$ cat config.mk
export PLATFORM = sky130hd
export DESIGN_NAME = prte_queue
export DESIGN_NICKNAME = d
export VERILOG_FILES = /design/src/rtl/prte_pkg.sv /design/src/rtl/prte_queue.sv
export VERILOG_INCLUDE_DIRS = /design/src /design/src/rtl
export SDC_FILE = /design/constraint.sdc
export NUM_CORES = 1
export LEC_CHECK = 0
export BUFFER_PORTS_ARGS = -buffer_cell sky130_fd_sc_hd__clkbuf_2
export CORE_MARGIN = 1
export CORE_UTILIZATION = 56
export CTS_BUF_LIST = sky130_fd_sc_hd__clkbuf_8 sky130_fd_sc_hd__clkbuf_16
export DETAILED_ROUTE_END_ITERATION = 8
export PLACE_DENSITY = 0.84
export RECOVER_POWER = 25
export SYNTH_ARGS = -nofsm -noshare
export SYNTH_HDL_FRONTEND = slang
export SYNTH_SLANG_ARGS = --single-unit
export TNS_END_PERCENT = 5
$ cat constraint.sdc
create_clock -name i_clk -period 10.35 [get_ports i_clk]
set_clock_uncertainty 0.1 [all_clocks]
set_input_delay 1.5525 -clock i_clk [delete_from_list [all_inputs] [get_ports i_clk]]
set_output_delay 1.5525 -clock i_clk [all_outputs]
set_load 0.05 [all_outputs]
$ cat src/rtl/assert_macros.svh
// assertion macros shared by the rtl files
`ifndef ASSERT_MACROS_SVH
`define ASSERT_MACROS_SVH

// implication checked at every clock edge outside reset
`define ASSERT_IMPL(label, clk, rst_n, pre, post) \
    label: assert property (@(posedge clk) disable iff (!rst_n) (pre) |-> (post)) \
        else $error("assertion failed");

// next-cycle implication checked outside reset
`define ASSERT_NEXT(label, clk, rst_n, pre, post) \
    label: assert property (@(posedge clk) disable iff (!rst_n) (pre) |=> (post)) \
        else $error("assertion failed");

`endif

$ cat src/rtl/prte_pkg.sv
// ----------------------------------------------------------------------------
// prte_pkg
// shared types and constants of the planar rigid transform engine
// ----------------------------------------------------------------------------
package prte_pkg;

    typedef enum logic [2:0] {
        ACT_LOAD    = 3'd0,
        ACT_COMPOSE = 3'd1,
        ACT_APPLY   = 3'd2,
        ACT_INVERT  = 3'd3,
        ACT_TWIST   = 3'd4
    } t_action;

    // one queued item
    typedef struct packed {
        logic [2:0]         action;
        logic signed [31:0] arg_x;
        logic signed [31:0] arg_y;
        logic signed [15:0] arg_angle;
        logic signed [31:0] rate_w;
    } t_item;

    localparam logic signed [16:0] CosOne = 17'sd32768;
    localparam logic signed [33:0] GainQ30 = 34'sd652032874;

    // arctangent table in 32-bit turns
    function automatic logic [31:0] atan_turns(input logic [4:0] i);
        logic [31:0] v;
        begin
            unique case (i)
                5'd0:  v = 32'h20000000;
                5'd1:  v = 32'h12E4051E;
                5'd2:  v = 32'h09FB385B;
                5'd3:  v = 32'h051111D4;
                5'd4:  v = 32'h028B0D43;
                5'd5:  v = 32'h0145D7E1;
                5'd6:  v = 32'h00A2F61E;
                5'd7:  v = 32'h00517C55;
                5'd8:  v = 32'h0028BE53;
                5'd9:  v = 32'h00145F2F;
                5'd10: v = 32'h000A2F98;
                5'd11: v = 32'h000517CC;
                5'd12: v = 32'h00028BE6;
                5'd13: v = 32'h000145F3;
                5'd14: v = 32'h0000A2FA;
                5'd15: v = 32'h0000517D;
                5'd16: v = 32'h000028BE;
                5'd17: v = 32'h0000145F;
                5'd18: v = 32'h00000A30;
                5'd19: v = 32'h00000518;
                5'd20: v = 32'h0000028C;
                5'd21: v = 32'h00000146;
                5'd22: v = 32'h000000A3;
                5'd23: v = 32'h00000051;
                default: v = 32'h0;
            endcase
            return v;
        end
    endfunction

endpackage

$ cat src/rtl/prte_queue.sv
// ----------------------------------------------------------------------------
// prte_queue
// two-entry item queue between the front and the back
// ----------------------------------------------------------------------------
`include "assert_macros.svh"
module prte_queue (
    input  logic             i_clk,
    input  logic             i_rst_n,
    input  logic             i_valid,
    output logic             o_ready,
    input  prte_pkg::t_item  i_item,
    output logic             o_valid,
    input  logic             i_ready,
    output prte_pkg::t_item  o_item
);
    prte_pkg::t_item r_mem [2];
    logic            r_wp, r_rp;
    logic [1:0]      r_cnt;
    logic            push, pop;

    assign o_ready = (r_cnt != 2'd2);
    assign o_valid = (r_cnt != 2'd0);
    assign push    = i_valid && o_ready;
    assign pop     = o_valid && i_ready;
    assign o_item  = r_mem[r_rp];

    // storage
    always_ff @(posedge i_clk) begin
        if (push) begin
            r_mem[r_wp] <= i_item;
        end
    end

    // pointers and fill count
    always_ff @(posedge i_clk) begin
        if (!i_rst_n) begin
            r_wp  <= 1'b0;
            r_rp  <= 1'b0;
            r_cnt <= 2'd0;
        end else begin
            if (push) r_wp <= ~r_wp;
            if (pop)  r_rp <= ~r_rp;
            r_cnt <= r_cnt + {1'b0, push} - {1'b0, pop};
        end
    end

    `ASSERT_IMPL(a_cnt_range, i_clk, i_rst_n, 1'b1, r_cnt != 2'd3)
    `ASSERT_NEXT(a_full_hold, i_clk, i_rst_n, r_cnt == 2'd2 && !pop, r_cnt == 2'd2)
endmodule

* Yosys cells after proc, flatten, opt, wreduce, memory -nomap -nowiden *
Memory sizes are Yosys's and may differ from the RTL's. A register that Yosys moved wholly into a read port is not among the register bits.
Index checks and enable logic that the tools add are counted.

operators by class
  add/subtract/negate cells = 2
  $mul = 0
  divide/modulo/power cells = 0
  $lt $le $gt $ge = 0
  equal/unequal tests = 1
  shift operators = 0
  multiplexer cells = 4
  bitwise logic cells = 2
  reduce and logical (&&, ||, !) cells = 3

operators by type and width
  cell                                         count
  1-bit two-way mux                            4
  2-bit by 1-bit adder with 2-bit output       1
  1-bit logical AND                            2
  2-bit != test (second input constant)        1
  1-bit NOT                                    2
  2-bit nonzero test                           1
  2-bit by 1-bit subtractor with 2-bit output  1

storage, ports and cells
  register bits = 4
  bits in latches = 0
  memory bits (writable) = 230
  bits in read-only memories = 0
  bits of input ports = 119
  output and inout bits = 117
  word-level logic and storage cells = 16
  memories = 1

memory list
  memory  words  width  read ports  clocked after memory_dff  wr ports  line              RTL
  r_mem   2      115    1           1                         1         prte_queue.sv:16  prte_pkg::t_item r_mem [2];

* Depth between registers and ports, before layout *
  depth in word-level cells = 4
  gate-level depth with buffers = 8
  gate-level depth less buffers = 8

* Worst setup path before layout *
No wires, ideal clock.

  path type = input to register
  start point = in i_valid
  end point = mem r_mem[0][0] in the netlist's numbering (enable)
  setup time = 591 ps
  arrival = 6453 ps
  required time = 9659 ps
  setup slack = 3206 ps
  cell stages on the path = 2
  buffers on the path = 0
  path through = nand2_1 -> nor2_1

between the ends
  cells in the longest elaborated chain, start to end = 3

RTL lines
  what                                     line              RTL
  start, declared                          prte_queue.sv:9   input logic i_valid,
  1-bit logical AND                        prte_queue.sv:23  assign push = i_valid && o_ready;
  1-bit two-way mux                        prte_queue.sv:29  if (push) begin
  1-bit two-way mux (implied by the code)  prte_queue.sv:30  r_mem[r_wp] <= i_item;
  end, declared                            prte_queue.sv:16

Every way passes these cells.

==> results.ini <==
[worst_setup_path]
cp_slowest_stage_delay_ns = 0.92
crit_arrival_ns = 3.00
critical_path_required_ns = 8.70
crit_type = flip-flop to primary output
rrSetupSlack_ns = 7.82
worstReg2RegStart = r_cnt[0]
r2r_cells = 3
path_cells = buf_4, mux2_2, clkbuf_2
path_buf_inv = 2
path_delay_family = buffers and inverters
cp_max_fo = 59
rr_endpoint = r_mem[1][64]
cp_slowest_cell = dfxtp_4
end_kind = primary output
crit_cells = 3
cp-start-kind = flip-flop

[pwr]
p_seq_share_pct = 40.7
ir_drop_mv = 0.205
power_w = 0.00310
sw_frac_of_total_pct = 36.1
leakage_nw = 4.12
p_comb_share_pct = 32.8
p_per_area_nw_per_um2 = 287
intPower_w = 0.00198
clock_power_share_pct = 26.5
switching_power_w = 0.00112

[floorplan]
fp-row-count = 45
initial_utilization_pct = 57.4
io_pins = 236
chipHeight_um = 127
core_um2 = 15200
fp.dieW_um = 127
dieArea_um2 = 16100

[clock_tree]
clk_path_buf_depth = 3
htree_levels = 1
cts.repair.resized = 0
clkSinkCount = 235
cts_tree = built
clk_latency_ns = 0.50
post-cts-setup-buffers = 0
path_clk_slew_ns = 0.06
cts_hold_buf = 0
cts-root-buf = clkbuf_16
cts_buffers = 24

[timing]
rsz0062_at_grt = no
timing.final.hold_violations = 0
finalSetupTns_ns = 0
period_share_pct = 44.9
fmax_mhz = 215
finalSetupViolCount = 0
worst_slew_pin_slew_ns = 0.929
max_slew_margin_pct = 38.1
fin_crit_ns = 4.65
drv_slew = 0

[layout]
nNetsFinal = 755
multi_input_area_um2 = 1630
synthToLayoutAreaGrowth_pct = 23.6
num-fill-cells = 963
diodes = 0
seq_area_um2 = 7010
final_layout_size_suffix_gt1_share_pct = 54.5

[run]
max_cap_violations = 0

[placement]
port_buffers = 235
globalplace.congestion = 0.715
place_hpwl_um = 10100

[global_route]
use_met1_pct = 23.2
antenna_found_initial = 0
grt_busiest_layer = met2
grt_usage_pct = 19.0
use_met2_pct = 32.4
grt_max_degree = 63
gr-total-overflow = 0
grt_pass1_vias = 4523
grt_pass1_wl_um = 23300
grtUsageMet3_pct = 6.12

[synthesis]
synth-main-ff-cell = edfxtp_1
synth_edf_count = 230
netlist_instances = 382
synth.distinct_cells = 18
synth_seq_area_share_pct = 80.2
syn_nets = 503
synth-seq-cells = 235
synth_area_um2 = 8730
yosys_warnings = 0
synth-async-reset-ratio_pct = 0
syn_area_per_cell_um2 = 22.9

[route]
routed_wl_um = 15600
detail-route-antenna-nets = 0
avgRoutedWirePerCell_um = 18.6
drt_iter0_markers = 243
drtPass1Iterations = 4
drcViolationCount = 0
vias = 4402
vias_per_cell = 5.26

[hold_path]
holdCritStartpoint = r_wp
holdPathEnd = r_wp
hold_depth = 2
hold_class = flip-flop to flip-flop

[status]
status = finished clean

==> cells by family after synthesis <==
group           Yosys count  synth area share (%)
buf+inv                  14                  1.29
xor+xnor                  3                 0.301
simple gates             11                 0.702
compound gates            1                0.0860
flops                   235                  80.2
fa+ha+maj                 2                 0.287
mux                     116                  17.1
==> cells in the final DEF, fill, tap and decap left out, types with 2 or more instances in the layout <==
| master | instances |
|---|---|
| mux2_2 | 65 |
| clkbuf_16 | 25 |
| ha_1 | 2 |
| nor2b_1 | 2 |
| bufinv_16 | 2 |
| and2_1 | 2 |
| buf_4 | 4 |
| buf_1 | 4 |
| edfxtp_1 | 230 |
| nand2_1 | 2 |
| clkinv_2 | 7 |
| nand2b_1 | 2 |
| dfxtp_1 | 4 |
| xnor2_1 | 3 |
| mux2_4 | 50 |
| clkbuf_2 | 195 |
| inv_1 | 5 |
| clkbuf_1 | 36 |
==> synthesized netlist by cell type (2+ instances only) <==
master | n | area (µm²)
and2_1 | 2 | 12.5
buf_2 | 6 | 30.0
buf_6 | 7 | 78.8
dfxtp_1 | 5 | 100
edfxtp_1 | 230 | 6910
ha_1 | 2 | 25.0
mux2_2 | 65 | 732
mux2_4 | 50 | 751
nand2_1 | 2 | 7.51
nand2b_1 | 2 | 12.5
nor2b_1 | 2 | 12.5
xnor2_1 | 3 | 26.3
==> per-stage QoR <==
stage	worst slack, ns	hold slack [ns]	cells	instance area, µm²	util (%)
final	5.70	0.435	837	10800	71.0
after detailed placement	6.21	0.426	796	10100	66.3
after floorplan	3.21	0.355	382	8730	-
after CTS	5.66	0.438	837	10800	71.3
after global routing	5.56	0.481	837	10800	71.0
after global placement	6.27	0.407	796	10100	66.3
==> state kept, by name, summed over array words and instances (netlist names), named ones only <==
signal,flops
r_cnt,2
r_mem,230
r_rp,1
r_wp,1
==> layer usage <==
layer	share of wire (%)	wire length (µm)
met3	9.6	1490
met4	2.9	448
met2	49	7570
met5	0	0
met1	39	6050
==> layout make-up <==
| type | instances | area share, % |
|---|---|---|
| clock buffers | 25 | 5.80 |
| clock inverters | 16 | 1.23 |
| inverters | 1 | 0.0348 |
| multi-input cells | 133 | 15.1 |
| flip-flops and latches | 235 | 65.0 |
| well taps | 188 | 2.18 |
| repair buffers | 239 | 10.7 |
==> power by group through the flow <==
stage	Combinational, W	Clock [W]	Sequential, W
2_1_floorplan	0.000864	0	0.00126
3_3_place_gp	0.00101	0	0.00127
3_5_place_dp	0.00102	0	0.00128
4_1_cts	0.00103	0.000839	0.00126
5_1_grt	0.00106	0.000872	0.00127
6_report	0.00102	0.000821	0.00126
==> worst reg2reg max path, delay by kind of cell, from the launching register on <==
kind / cells / cell delay, ns
AND/OR/NAND/NOR: 2 / 0.86
buffers and inverters: 1 / 0.79
flip-flops: 1 / 0.37
==> worst max path at each step <==
stage                    from     endpoint  slack (ns)
floorplan             i_valid  r_mem[0][0]        3.21
global placement    flip-flop   o_item[17]        6.27
detailed placement  flip-flop   o_item[17]        6.21
CTS                 flip-flop   o_item[16]        5.66
global route        flip-flop   o_item[16]        5.56
finish              flip-flop   o_item[16]        5.70
No activity file was read; power rests on OpenSTA's default activity.
